==> src/rtl/core/cpx_pkg.sv <==
// package with shared types, codes and helpers for the cascade position pid
`timescale 1ns / 1ps
`default_nettype none
package cpx_pkg;

  // fixed widths of internal values
  localparam int unsigned ErrW  = 17;  // position error, Q.4
  localparam int unsigned EdW   = 18;  // error difference
  localparam int unsigned IntW  = 17;  // clamped integral, |I| <= 65535
  localparam int unsigned VelW  = 22;  // velocity, position diff times 20
  localparam int unsigned VspW  = 27;  // outer loop output
  localparam int unsigned SpdW  = 29;  // speed error
  localparam int unsigned SdW   = 30;  // speed error difference
  localparam int unsigned OpW   = 30;  // multiplier operand
  localparam int unsigned AccW  = 48;  // product sum
  localparam int unsigned CmdW  = 12;  // output command
  localparam logic signed [AccW-1:0] OutLimit = AccW'(1280);

  // configuration register indexes
  localparam logic [2:0] CfgOuterX = 3'd0;
  localparam logic [2:0] CfgOuterY = 3'd1;
  localparam logic [2:0] CfgInnerX = 3'd2;
  localparam logic [2:0] CfgInnerY = 3'd3;
  localparam logic [2:0] CfgTarget = 3'd4;
  localparam logic [2:0] CfgMode   = 3'd5;
  localparam logic [2:0] CfgVar    = 3'd6;
  localparam logic [2:0] CfgMinH   = 3'd7;

  // hold modes
  localparam logic [1:0] ModeFree  = 2'd0;
  localparam logic [1:0] ModeHold  = 2'd1;
  localparam logic [1:0] ModeTrack = 2'd2;
  localparam logic [1:0] ModeKeep  = 2'd3;

  typedef enum logic [1:0] {
    SQ_IDLE,
    SQ_RUN,
    SQ_FIN
  } seq_state_e;

  typedef enum logic [3:0] {
    ST_ERR,
    ST_MKP,
    ST_MKI,
    ST_MKD,
    ST_MSUM,
    ST_SPD,
    ST_INT,
    ST_IKP,
    ST_IKI,
    ST_IKD,
    ST_ISUM,
    ST_OUT
  } step_e;

  typedef struct packed {
    logic mul_en;
    logic acc_ld;
    logic acc_add;
  } mac_ctl_t;

  typedef struct packed {
    logic  busy;
    logic  run;
    step_e step;
    logic  axis;
    logic  fin;
  } dp_ctl_t;

  // symmetric clamp of an integral sum to +-lim
  function automatic logic signed [IntW-1:0] clamp_int(input logic signed [SdW-1:0] v,
                                                       input logic [15:0] lim);
    logic signed [SdW-1:0] l;
    l = $signed(SdW'(lim));
    if (v > l) return IntW'(l);
    else if (v < -l) return IntW'(-l);
    else return IntW'(v);
  endfunction

endpackage
`default_nettype wire

==> src/rtl/core/cascade_position_pid_xy.sv <==
// top level: config registers, per-axis loop state and output register
// a hold run takes each axis through 12 steps on the one shared multiplier and
//   accumulator set; otherwise the steps are skipped and the output register is set
// the next transaction is taken once the result sits in the output register
// reset clears config (min height 40), all loop state and last outputs to zero
`timescale 1ns / 1ps
`default_nettype none
module cascade_position_pid_xy (
  input  wire logic                clk_i,
  input  wire logic                rst_ni,
  input  wire logic                cfg_valid_i,
  output      logic                cfg_ready_o,
  input  wire logic [2:0]          cfg_index_i,
  input  wire logic [63:0]         cfg_data_i,
  input  wire logic                in_valid_i,
  output      logic                in_ready_o,
  input  wire logic signed [15:0]  pos_x_i,
  input  wire logic signed [15:0]  pos_y_i,
  input  wire logic [11:0]         altitude_i,
  output      logic                out_valid_o,
  input  wire logic                out_ready_i,
  output      logic signed [11:0]  pitch_cmd_o,
  output      logic signed [11:0]  roll_cmd_o
);
  import cpx_pkg::*;

  // configuration
  logic [63:0] outer_q [2];
  logic [63:0] inner_q [2];
  logic [31:0] target_q;
  logic [1:0]  mode_q;
  logic        variant_q;
  logic [11:0] min_h_q;

  // loop state
  logic signed [IntW-1:0] io_q [2];
  logic signed [IntW-1:0] ii_q [2];
  logic signed [ErrW-1:0] pe_q [2];
  logic signed [SpdW-1:0] ps_q [2];
  logic signed [15:0]     pp_q [2];
  logic signed [CmdW-1:0] res_q [2];

  // working registers
  logic signed [15:0]     posx_q, posy_q;
  logic                   keep_q;
  logic signed [ErrW-1:0] e_q;
  logic signed [EdW-1:0]  ed_q;
  logic signed [IntW-1:0] icur_q;
  logic signed [VelW-1:0] vel_q;
  logic signed [SpdW-1:0] s_q;
  logic signed [SdW-1:0]  sd_q;
  logic signed [CmdW-1:0] pitch_q, roll_q;
  logic                   out_valid_q;

  mac_ctl_t               mac_ctl;
  dp_ctl_t                dp;
  logic                   start_run;
  logic                   in_acc;
  logic                   out_free;
  logic                   ax;
  logic signed [AccW-1:0] acc;
  logic [15:0]            gain;
  logic signed [OpW-1:0]  opnd;
  logic [63:0]            ot, it;
  logic signed [15:0]     pos, tgt;
  logic signed [ErrW-1:0] e_w, dpos_w;
  logic signed [VelW-1:0] vel_w;
  logic signed [VspW-1:0] vsp_w;
  logic signed [AccW-1:0] sh_w;
  logic signed [CmdW-1:0] out_w;

  assign cfg_ready_o = 1'b1;
  assign in_acc      = in_valid_i && in_ready_o;
  assign start_run   = (mode_q == ModeHold) && (altitude_i > min_h_q);
  assign out_free    = !out_valid_q || out_ready_i;

  cpx_seq u_seq (
    .clk_i       (clk_i),
    .rst_ni      (rst_ni),
    .in_valid_i  (in_valid_i),
    .start_run_i (start_run),
    .out_free_i  (out_free),
    .in_ready_o  (in_ready_o),
    .mac_ctl_o   (mac_ctl),
    .dp_ctl_o    (dp)
  );

  cpx_mac u_mac (
    .clk_i  (clk_i),
    .rst_ni (rst_ni),
    .ctl_i  (mac_ctl),
    .gain_i (gain),
    .opnd_i (opnd),
    .acc_o  (acc)
  );

  // per axis selections
  assign ax     = dp.axis;
  assign ot     = outer_q[ax];
  assign it     = inner_q[ax];
  assign pos    = ax ? posy_q : posx_q;
  assign tgt    = ax ? $signed(target_q[31:16]) : $signed(target_q[15:0]);
  assign e_w    = ErrW'(tgt) - ErrW'(pos);
  assign dpos_w = ErrW'(pos) - ErrW'(pp_q[ax]);
  assign vel_w  = (VelW'(dpos_w) <<< 4) + (VelW'(dpos_w) <<< 2);
  assign vsp_w  = acc[VspW+7:8];
  assign sh_w   = acc >>> 4;

  always_comb begin
    if (sh_w > OutLimit) out_w = CmdW'(OutLimit);
    else if (sh_w < -OutLimit) out_w = CmdW'(-OutLimit);
    else out_w = CmdW'(sh_w);
  end

  // operand select for the multiplier
  always_comb begin
    gain = '0;
    opnd = '0;
    unique case (dp.step)
      ST_MKP: begin gain = ot[15:0];  opnd = OpW'(e_q);    end
      ST_MKI: begin gain = ot[31:16]; opnd = OpW'(icur_q); end
      ST_MKD: begin gain = ot[47:32]; opnd = OpW'(ed_q);   end
      ST_IKP: begin gain = it[15:0];  opnd = OpW'(s_q);    end
      ST_IKI: begin gain = it[31:16]; opnd = OpW'(icur_q); end
      ST_IKD: begin gain = it[47:32]; opnd = OpW'(sd_q);   end
      default: begin gain = '0; opnd = '0; end
    endcase
  end

  // configuration writes
  always_ff @(posedge clk_i or negedge rst_ni) begin
    if (!rst_ni) begin
      outer_q[0] <= '0;
      outer_q[1] <= '0;
      inner_q[0] <= '0;
      inner_q[1] <= '0;
      target_q   <= '0;
      mode_q     <= ModeFree;
      variant_q  <= 1'b0;
      min_h_q    <= 12'd40;
    end else if (cfg_valid_i) begin
      unique case (cfg_index_i)
        CfgOuterX: outer_q[0] <= cfg_data_i;
        CfgOuterY: outer_q[1] <= cfg_data_i;
        CfgInnerX: inner_q[0] <= cfg_data_i;
        CfgInnerY: inner_q[1] <= cfg_data_i;
        CfgTarget: target_q   <= cfg_data_i[31:0];
        CfgMode:   mode_q     <= cfg_data_i[1:0];
        CfgVar:    variant_q  <= cfg_data_i[0];
        CfgMinH:   min_h_q    <= cfg_data_i[11:0];
        default:   min_h_q    <= min_h_q;
      endcase
    end
  end

  // loop datapath
  always_ff @(posedge clk_i or negedge rst_ni) begin
    if (!rst_ni) begin
      for (int a = 0; a < 2; a++) begin
        io_q[a]  <= '0;
        ii_q[a]  <= '0;
        pe_q[a]  <= '0;
        ps_q[a]  <= '0;
        pp_q[a]  <= '0;
        res_q[a] <= '0;
      end
      posx_q <= '0;
      posy_q <= '0;
      keep_q <= 1'b0;
      e_q    <= '0;
      ed_q   <= '0;
      icur_q <= '0;
      vel_q  <= '0;
      s_q    <= '0;
      sd_q   <= '0;
    end else begin
      if (in_acc) begin
        posx_q <= pos_x_i;
        posy_q <= pos_y_i;
        keep_q <= (mode_q == ModeKeep);
      end
      if (dp.busy) begin
        unique case (dp.step)
          ST_ERR: begin
            e_q      <= e_w;
            ed_q     <= EdW'(e_w) - EdW'(pe_q[ax]);
            pe_q[ax] <= e_w;
            icur_q   <= clamp_int(SdW'(io_q[ax]) + SdW'(e_w), ot[63:48]);
            io_q[ax] <= clamp_int(SdW'(io_q[ax]) + SdW'(e_w), ot[63:48]);
            vel_q    <= vel_w;
            pp_q[ax] <= pos;
          end
          ST_SPD: begin
            s_q <= variant_q ? SpdW'(vsp_w) + SpdW'(vel_q) : SpdW'(vsp_w) - SpdW'(vel_q);
          end
          ST_INT: begin
            sd_q     <= SdW'(s_q) - SdW'(ps_q[ax]);
            ps_q[ax] <= s_q;
            icur_q   <= clamp_int(SdW'(ii_q[ax]) + SdW'(s_q), it[63:48]);
            ii_q[ax] <= clamp_int(SdW'(ii_q[ax]) + SdW'(s_q), it[63:48]);
          end
          ST_OUT: res_q[ax] <= out_w;
          default: s_q <= s_q;
        endcase
      end
    end
  end

  // output register holds the last outputs
  always_ff @(posedge clk_i or negedge rst_ni) begin
    if (!rst_ni) begin
      out_valid_q <= 1'b0;
      pitch_q     <= '0;
      roll_q      <= '0;
    end else begin
      if (dp.fin) begin
        out_valid_q <= 1'b1;
        if (dp.run) begin
          pitch_q <= variant_q ? res_q[1] : res_q[0];
          roll_q  <= variant_q ? res_q[0] : res_q[1];
        end else if (!keep_q) begin
          pitch_q <= '0;
          roll_q  <= '0;
        end
      end else if (out_ready_i) begin
        out_valid_q <= 1'b0;
      end
    end
  end

  assign out_valid_o = out_valid_q;
  assign pitch_cmd_o = pitch_q;
  assign roll_cmd_o  = roll_q;

  // checks
  a_busy_after_accept: assert property (@(posedge clk_i) disable iff (!rst_ni)
    in_valid_i && in_ready_o |=> !in_ready_o)
    else $error("accepted transaction did not make the block busy");

  a_pitch_range: assert property (@(posedge clk_i) disable iff (!rst_ni)
    out_valid_o |-> (pitch_cmd_o <= 12'sd1280) && (pitch_cmd_o >= -12'sd1280))
    else $error("pitch command out of range");

  a_roll_range: assert property (@(posedge clk_i) disable iff (!rst_ni)
    out_valid_o |-> (roll_cmd_o <= 12'sd1280) && (roll_cmd_o >= -12'sd1280))
    else $error("roll command out of range");

  a_no_run_when_idle: assert property (@(posedge clk_i) disable iff (!rst_ni)
    in_ready_o |-> !dp.busy && !dp.fin)
    else $error("datapath active while idle");
endmodule
`default_nettype wire

==> src/rtl/core/cpx_mac.sv <==
// shared multiply-accumulate unit: gain times operand, registered product and sum
`timescale 1ns / 1ps
`default_nettype none
module cpx_mac (
  input  wire logic                                clk_i,
  input  wire logic                                rst_ni,
  input  wire cpx_pkg::mac_ctl_t                   ctl_i,
  input  wire logic [15:0]                         gain_i,
  input  wire logic signed [cpx_pkg::OpW-1:0]      opnd_i,
  output      logic signed [cpx_pkg::AccW-1:0]     acc_o
);
  import cpx_pkg::*;

  logic signed [OpW+16:0]  prod_d, prod_q;
  logic signed [AccW-1:0]  acc_d, acc_q;

  // multiply stage
  assign prod_d = $signed({1'b0, gain_i}) * opnd_i;

  // accumulate stage
  always_comb begin
    acc_d = acc_q;
    if (ctl_i.acc_ld) begin
      acc_d = AccW'(prod_q);
    end else if (ctl_i.acc_add) begin
      acc_d = acc_q + AccW'(prod_q);
    end
  end

  always_ff @(posedge clk_i or negedge rst_ni) begin
    if (!rst_ni) begin
      prod_q <= '0;
      acc_q  <= '0;
    end else begin
      if (ctl_i.mul_en) prod_q <= prod_d;
      acc_q <= acc_d;
    end
  end

  assign acc_o = acc_q;
endmodule
`default_nettype wire

==> src/rtl/core/cpx_seq.sv <==
// sequencer stepping both axes through the shared multiply-accumulate unit
`timescale 1ns / 1ps
`default_nettype none
module cpx_seq (
  input  wire logic               clk_i,
  input  wire logic               rst_ni,
  input  wire logic               in_valid_i,
  input  wire logic               start_run_i,
  input  wire logic               out_free_i,
  output      logic               in_ready_o,
  output      cpx_pkg::mac_ctl_t  mac_ctl_o,
  output      cpx_pkg::dp_ctl_t   dp_ctl_o
);
  import cpx_pkg::*;

  seq_state_e state_d, state_q;
  step_e      step_d, step_q;
  logic       axis_d, axis_q;
  logic       run_d, run_q;

  always_ff @(posedge clk_i or negedge rst_ni) begin
    if (!rst_ni) begin
      state_q <= SQ_IDLE;
      step_q  <= ST_ERR;
      axis_q  <= 1'b0;
      run_q   <= 1'b0;
    end else begin
      state_q <= state_d;
      step_q  <= step_d;
      axis_q  <= axis_d;
      run_q   <= run_d;
    end
  end

  // next state and step
  always_comb begin
    state_d = state_q;
    step_d  = step_q;
    axis_d  = axis_q;
    run_d   = run_q;
    unique case (state_q)
      SQ_IDLE: begin
        if (in_valid_i) begin
          run_d  = start_run_i;
          step_d = ST_ERR;
          axis_d = 1'b0;
          state_d = start_run_i ? SQ_RUN : SQ_FIN;
        end
      end
      SQ_RUN: begin
        if (step_q == ST_OUT) begin
          step_d = ST_ERR;
          if (axis_q) begin
            state_d = SQ_FIN;
          end else begin
            axis_d = 1'b1;
          end
        end else begin
          step_d = step_e'(step_q + 4'd1);
        end
      end
      SQ_FIN: begin
        if (out_free_i) state_d = SQ_IDLE;
      end
      default: state_d = SQ_IDLE;
    endcase
  end

  // unit controls decoded from the step
  always_comb begin
    mac_ctl_o = '0;
    if (state_q == SQ_RUN) begin
      unique case (step_q)
        ST_MKP, ST_IKP: mac_ctl_o.mul_en = 1'b1;
        ST_MKI, ST_IKI: begin
          mac_ctl_o.mul_en = 1'b1;
          mac_ctl_o.acc_ld = 1'b1;
        end
        ST_MKD, ST_IKD: begin
          mac_ctl_o.mul_en  = 1'b1;
          mac_ctl_o.acc_add = 1'b1;
        end
        ST_MSUM, ST_ISUM: mac_ctl_o.acc_add = 1'b1;
        default: mac_ctl_o = '0;
      endcase
    end
  end

  assign in_ready_o     = (state_q == SQ_IDLE);
  assign dp_ctl_o.busy  = (state_q == SQ_RUN);
  assign dp_ctl_o.run   = run_q;
  assign dp_ctl_o.step  = step_q;
  assign dp_ctl_o.axis  = axis_q;
  assign dp_ctl_o.fin   = (state_q == SQ_FIN) && out_free_i;
endmodule
`default_nettype wire

==> config.mk <==
export PLATFORM = sky130hd
export DESIGN_NAME = cascade_position_pid_xy
export DESIGN_NICKNAME = d
export VERILOG_FILES = /design/src/rtl/core/cpx_pkg.sv /design/src/rtl/core/cascade_position_pid_xy.sv /design/src/rtl/core/cpx_mac.sv /design/src/rtl/core/cpx_seq.sv
export SDC_FILE = /design/constraint.sdc
export NUM_CORES = 2
export LEC_CHECK = 0
export BUFFER_PORTS_ARGS = -buffer_cell sky130_fd_sc_hd__buf_4
export CORE_MARGIN = 2
export CORE_UTILIZATION = 40
export DETAILED_ROUTE_END_ITERATION = 10
export PLACE_DENSITY = 0.59
export SLEW_MARGIN = 40
export SYNTH_ARGS = -nofsm -noshare
export SYNTH_HDL_FRONTEND = slang
export SYNTH_SLANG_ARGS = --single-unit
==> constraint.sdc <==
create_clock -name clk_i -period 9 [get_ports clk_i]
set_input_delay 2.25 -clock clk_i [delete_from_list [all_inputs] [get_ports clk_i]]
set_output_delay 2.25 -clock clk_i [all_outputs]
set_load 0.1 [all_outputs]
=== After elaboration in Yosys (flattened, before gate mapping) ===
Cells that the tools add are included.

* $add $sub $neg: 13
* $mul: 1
* $lt $le $gt $ge: 9
* Equality and inequality tests: 27
* Mux-type cells: 76
* Bitwise logic cells: 1
* Reduce and logical (&&, ||, !) cells: 34

{| class="wikitable"
|+ Operators by type and width
! cell !! number
|-
| two-way mux 64 bit || 6
|-
| two-way mux 17 bit || 18
|-
| case mux 30 bit (5 select lines) || 1
|-
| two-way mux 29 bit || 5
|-
| bitwise mux 34 bit || 3
|-
| two-way mux 12 bit || 8
|-
| two-way mux 16 bit || 6
|-
| two-way mux 48 bit || 2
|-
| case mux 16 bit (6 select lines) || 1
|-
| negation 16 -> 30 bit || 2
|-
| bitwise mux 58 bit || 1
|-
| adder 48 x 47 -> 48 bit || 1
|-
| multiplier 17 x 30 -> 47 bit || 1
|-
| greater-than comparator 44 x 12 -> 1 bit (second input constant) || 1
|-
| less-than comparator 44 x 12 -> 1 bit (second input constant) || 1
|-
| case mux 17 bit (2 select lines) || 1
|-
| subtractor 16 x 16 -> 17 bit || 2
|-
| bitwise mux 32 bit || 1
|-
| AND reduction 2 bit || 16
|-
| adder 17 x 29 -> 30 bit || 1
|-
| greater-than comparator 30 x 17 -> 1 bit || 1
|-
| less-than comparator 18 x 30 -> 1 bit || 1
|-
| less-than comparator 30 bit || 1
|-
| subtractor 29 x 29 -> 30 bit || 1
|-
| other kinds (46) || 79
|}

* Register bits: 813
* Bits of input ports: 116
* Output and inout bits: 27
* Logic and storage cells: 199

=== Depth between registers and ports, before layout ===
* Word-level depth: 11
* Mapped depth: 42
* Gate-level depth less buffers: 32

=== By module ===
From an unflattened synthesis, not the netlist that was laid out.

* Cells, all modules: 6,694
* Area total of the unflattened synthesis: 65,904.5 um^2

{| class="wikitable"
|+ By module, submodules not included
! module !! instances !! cells an instance !! area an instance (um^2) !! sequential area each (um^2)
|-
| cascade_position_pid_xy || 1 || 4,038 || 42,084.1 || 17,644.4
|-
| cpx_mac || 1 || 2,592 || 23,214.8 || 2,377.3
|-
| cpx_seq || 1 || 64 || 605.6 || 200.2
|}

=== Worst setup path after synthesis ===
Ideal clock, no wire load.

* Path type: flip-flop to flip-flop
* From: register u_seq.axis_q
* To: register io_q[13] (netlist name)
* Setup time: 0.125 ns
* Data arrival time: 9.253 ns
* Required time: 8.875 ns
* Path slack: -0.378 ns
* Cell stages (with the launch flop): 40
* Path buffers: 11
* Period minus slack after synthesis: 9.378 ns
* Cell sequence: dfrtp_1 > buf_2 > buf_4 > buf_2 > buf_2 > buf_2 > clkbuf_1 > clkbuf_1 > buf_2 > mux2i_1 > ha_1 > nor2b_1 > o21ai_0 > a21boi_0 > o21a_1 > o21ai_0 > a21oi_1 > nor3_1 > [... 4 more ...] > a21o_1 > a21o_1 > a21oi_1 > o21ai_0 > o21ai_0 > ha_1 > a21o_1 > a21o_1 > a21o_1 > a211oi_1 > o211ai_1 > mux2i_1 > clkbuf_1 > clkbuf_1 > nand2_1 > o21ai_0 > mux2i_1 > mux2_2

* Elaborated cells between the ends (all ways): 24
* Those cells by class: 3 x add/sub; 4 x order compare; 15 x mux; 1 x bitwise; 1 x reduce/logical

{| class="wikitable"
|+ RTL lines
! what !! RTL line !! source
|-
| start: declaration || cpx_seq.sv:18 || <nowiki>logic axis_d, axis_q;</nowiki>
|-
| start signal: assignment || cpx_seq.sv:30 || <nowiki>axis_q <= axis_d;</nowiki>
|-
| two-way mux 16 bit (on tied branches) || cascade_position_pid_xy.sv:102, cascade_position_pid_xy.sv:101 ||
|-
| subtractor 16 x 16 -> 17 bit * || cascade_position_pid_xy.sv:103 || <nowiki>assign e_w = ErrW'(tgt) - ErrW'(pos);</nowiki>
|-
| via e_w[11] || cascade_position_pid_xy.sv:66 || <nowiki>logic signed [ErrW-1:0] e_w, dpos_w;</nowiki>
|-
| adder 17 x 17 -> 18 bit * || cascade_position_pid_xy.sv:189 || <nowiki>io_q[ax] <= clamp_int(SdW'(io_q[ax]) + SdW'(e_w), ot[63:48]);</nowiki>
|-
| less-than comparator 18 x 30 -> 1 bit || cpx_pkg.sv:76 || <nowiki>else if (v < -l) return IntW'(-l);</nowiki>
|-
| two-way mux 17 bit || cpx_pkg.sv:76 ||
|-
| two-way mux 17 bit * || cpx_pkg.sv:75 || <nowiki>if (v > l) return IntW'(l);</nowiki>
|-
| two-way mux 17 bit * || cascade_position_pid_xy.sv:183 || <nowiki>unique case (dp.step)</nowiki>
|-
| two-way mux 17 bit * || cascade_position_pid_xy.sv:182 || <nowiki>if (dp.busy) begin</nowiki>
|-
| bitwise mux 34 bit * || cascade_position_pid_xy.sv:189 ||
|-
| end signal: indexed assignment || cascade_position_pid_xy.sv:189 ||
|-
| end: declaration || cascade_position_pid_xy.sv:36 || <nowiki>logic signed [IntW-1:0] io_q [2];</nowiki>
|}

The timed path passes the listed nets; every way through them passes the cells marked *. The select of a mux whose other input is x is not followed.
A chain may end at the register's enable or synchronous reset.

=== Worst setup path after layout ===
* From: register u_seq.step_q[2]
* To: register u_mac.prod_q[43]

* Longest elaborated chain between the ends: 4
* Elaborated cells between the ends (all ways): 13
* Those cells by class: 1 x mul; 6 x eq/ne; 4 x mux; 2 x reduce/logical

{| class="wikitable"
|+ Ends and longest elaborated chain
! what !! RTL line !! source
|-
| start: declaration || cpx_seq.sv:17 || <nowiki>step_e step_d, step_q;</nowiki>
|-
| start signal: assignment || cpx_seq.sv:29 || <nowiki>step_q <= step_d;</nowiki>
|-
| == test 4 x 2 -> 1 bit, or another cell as far along || cascade_position_pid_xy.sv:119, cpx_seq.sv:73 ||
|-
| OR reduction 2 bit (no line) / OR reduction 6 bit (equally long branches) || n/a ||
|-
| case mux 30 bit (5 select lines) / two-way mux 1 bit (equally long branches) || cascade_position_pid_xy.sv:119, cpx_seq.sv:73 ||
|-
| multiplier 17 x 30 -> 47 bit / two-way mux 3 bit (equally long branches) || cpx_mac.sv:18, cpx_seq.sv:72 ||
|-
| end signal: assignment || cpx_mac.sv:35 || <nowiki>if (ctl_i.mul_en) prod_q <= prod_d;</nowiki>
|-
| end: declaration || cpx_mac.sv:14 || <nowiki>logic signed [OpW+16:0] prod_d, prod_q;</nowiki>
|}

Several ways; a longest one is shown, not always the timed one.

==> results_dict.tcl <==
set metrics [dict create \
    utilization 0.452 \
    status "complete, no violations" \
    crit_type "flop to flop" \
    synth_edf_count 0 \
    cpMostUsedCell "fa_1" \
    reg2reg_slack_ns 0.38 \
    grt_pass1_vias 51100 \
    cts_root_buf "clkbuf_16" \
    crit_path_max_incr_delay_ns 0.56 \
    core_mm2 0.163 \
    wirelength_um 200000 \
    crit_path_end_kind "flop" \
    antenna_found_initial 10 \
    port_buffers 141 \
    path_delay_family "adder cells" \
    cts_num_sinks 808 \
    fin_crit_ns 8.62 \
    cts_hold_buf 0 \
    final_nets 8004 \
    area_delta_synth_final_pct 12.1 \
    cts_tree "done" \
    async_reset_ff_frac 1.00 \
    hold-worst-slack_ns 0.473 \
    pin_count 143 \
    met1_length_um 90600 \
    grt_pass1_wl_um 310000 \
    final_cell_area_mm2 0.0735 \
    skew_ns 0.0620 \
    dieArea_mm2 0.167 \
    start_util 0.403 \
    start_kind "flop" \
    crit_slowest_cell "fa_1" \
    synth.yosys.seq_area_share 0.308 \
    synth-seq-cells 808 \
    yosysMostFrequentCell "nand2_1" \
    hold_viol 0 \
    cts_made_buffers 95 \
    arrival_ns 9.23 \
    path_max_fanout 15 \
    syn_nets 7897 \
    critPathBufInv 5 \
    wl_per_cell_um 21.6 \
    clk_path_buf_depth 3 \
    drive_gt1_frac 0.156 \
    fillers 15600 \
    final.period_utilization 0.958 \
    grt-ovfl-total 0 \
    dpl_worst_slack_ns -0.245 \
    layout_setup_ws_ns 0.376 \
    cp.required_ns 9.61 \
    finalMaxSlewViolations 0 \
    synth_top_area_frac 0.308 \
    dr.max_layer_used "met5" \
    place_congestion 1.00 \
    row_count 148 \
    worst_pin_slew_ns 0.854 \
    syn_inst 6879 \
    path_clk_slew_ns 0.06 \
    cap_violations 0 \
    synthTopCellsByArea "dfrtp_1 31%, fa_1 14%, mux2_2 8.6%" \
    die_h_um 409 \
    drtIter0Drc 4107 \
    yosys.area.top_type "dfrtp_1" \
    ant_nets 0 \
    dp_hpwl_um 156000 \
    h-tree-depth 3 \
    setup_viol 0 \
    ys_types 95 \
    synthTopCellsByCount "959 x nand2_1, 806 x dfrtp_1, 681 x inv_1" \
    ys_warn_count 0 \
    yosys_most_used_dff "dfrtp_1" \
    grt_start_max_net_pins 132 \
    dr.pass1.iters 6 \
    holdCritPathClass "flop to flop" \
    synth_area_per_cell_um2 9.53 \
    dpl_cell_area_mm2 0.0698 \
    syn-cell-area_mm2 0.0656 \
    grt_use_total 0.237 \
    vias 50900 \
    fmax_ghz 0.116 \
    drc 0 \
    maxSlewHeadroom 0.423 \
    clkLatencyLatePin_ns 0.74 \
    viasPerCell 5.51 \
    route.met2.wl_um 88200 \
    die_w_um 409 \
    wl_met3_um 13800 \
]
[worst min-delay path: stages (launching register included)]
cell     delay, ns
dfrtp_1       0.34
nand2_1       0.05
o31ai_1       0.05
[what timing repair did]
item,in CTS,in global routing
pin swaps,0,4
setup buffers,0,14
gates resized for setup,5,45
hold endpoints to repair,0,0
endpoints found under the setup margin,29,61
[per-layer routing]
metal | vias to the layer above | GRT usage
met5 | - | 0
met4 | 2 | 0.0742
met3 | 306 | 0.0384
met2 | 1644 | 0.368
met1 | 25300 | 0.339
li1 | 23700 | -
[sequential cells by signal, summed over array words and instances, names as in the netlist, 30 cells and up]
| register | cells |
|---|---|
| ps_q | 56 |
| pe_q | 34 |
| sd_q | 30 |
| outer_q | 128 |
| pp_q | 32 |
| target_q | 32 |
| ii_q | 34 |
| inner_q | 128 |
| u_mac.prod_q | 47 |
| io_q | 34 |
| u_mac.acc_o | 48 |
[layout by cell type, fill, tap and decap left out, types with 42 or more instances in the layout]
cell type	instances
nor2_1	453
a21oi_1	254
mux2_2	502
o31ai_1	55
nand3_1	90
o21ai_0	365
o22ai_1	83
clkbuf_16	95
dfrtp_1	804
nand2b_1	42
fa_1	470
xor2_1	101
mux2i_1	226
inv_1	681
nor3_1	71
a21o_1	139
xnor2_1	139
nand2_1	951
buf_4	290
ha_1	429
[stage by stage]
step | TNS [ns] | instances
floorplan | 0 | 6879
detailed placement | -1.18 | 9050
finish | 0 | 9236
global route | -0.0249 | 9234
global placement | -0.107 | 9045
CTS | 0 | 9220
[cell families after synthesis]
| kind of cell | after synthesis | synth area share |
|---|---|---|
| other | 1 | 0.0000572 |
| adder cells (fa/ha/maj) | 902 | 0.226 |
| multiplexers | 739 | 0.122 |
| buffers and inverters | 989 | 0.0577 |
| AND/OR/NAND/NOR | 1929 | 0.130 |
| AO/OA/AOI/OAI | 1265 | 0.123 |
| flip-flops | 808 | 0.308 |
| XOR/XNOR | 246 | 0.0329 |
[layout make-up]
class,count,area [um^2],area share
clock buffer,135,2720,0.0370
inverter,683,2560,0.0349
sequential,808,20200,0.275
multi-input combinational,5082,42000,0.572
antenna,2,5.00,0.0000681
timing repair buffer,316,2660,0.0362
clock inverter,35,571,0.00776
tap,2175,2720,0.0370
[path summary, 6_finish.rpt]
| kind | startpoint | endpoint | depth (start not counted) |
|---|---|---|---|
| worst max-delay path | u_seq.step_q[2]$_DFFE_PN0P_ | u_mac.prod_q[43]$_DFFE_PN0P_ | 28 |
| worst min-delay path | ii_q[7]$_DFFE_PN0P_ | ii_q[7]$_DFFE_PN0P_ | 2 |
| worst max register to register | u_seq.step_q[2]$_DFFE_PN0P_ | u_mac.prod_q[43]$_DFFE_PN0P_ | 28 |
| worst min register to register | ii_q[7]$_DFFE_PN0P_ | ii_q[7]$_DFFE_PN0P_ | 2 |
| max in group asynchronous | rst_ni | inner_q[105]$_DFFE_PN0P_ | 5 |
| min in group asynchronous | rst_ni | pitch_cmd_o[6]$_DFFE_PN0P_ | 1 |
Power is left out: the tool's default activity adds up to more than one toggle a clock period on the data nets, which glitch-free logic cannot reach.
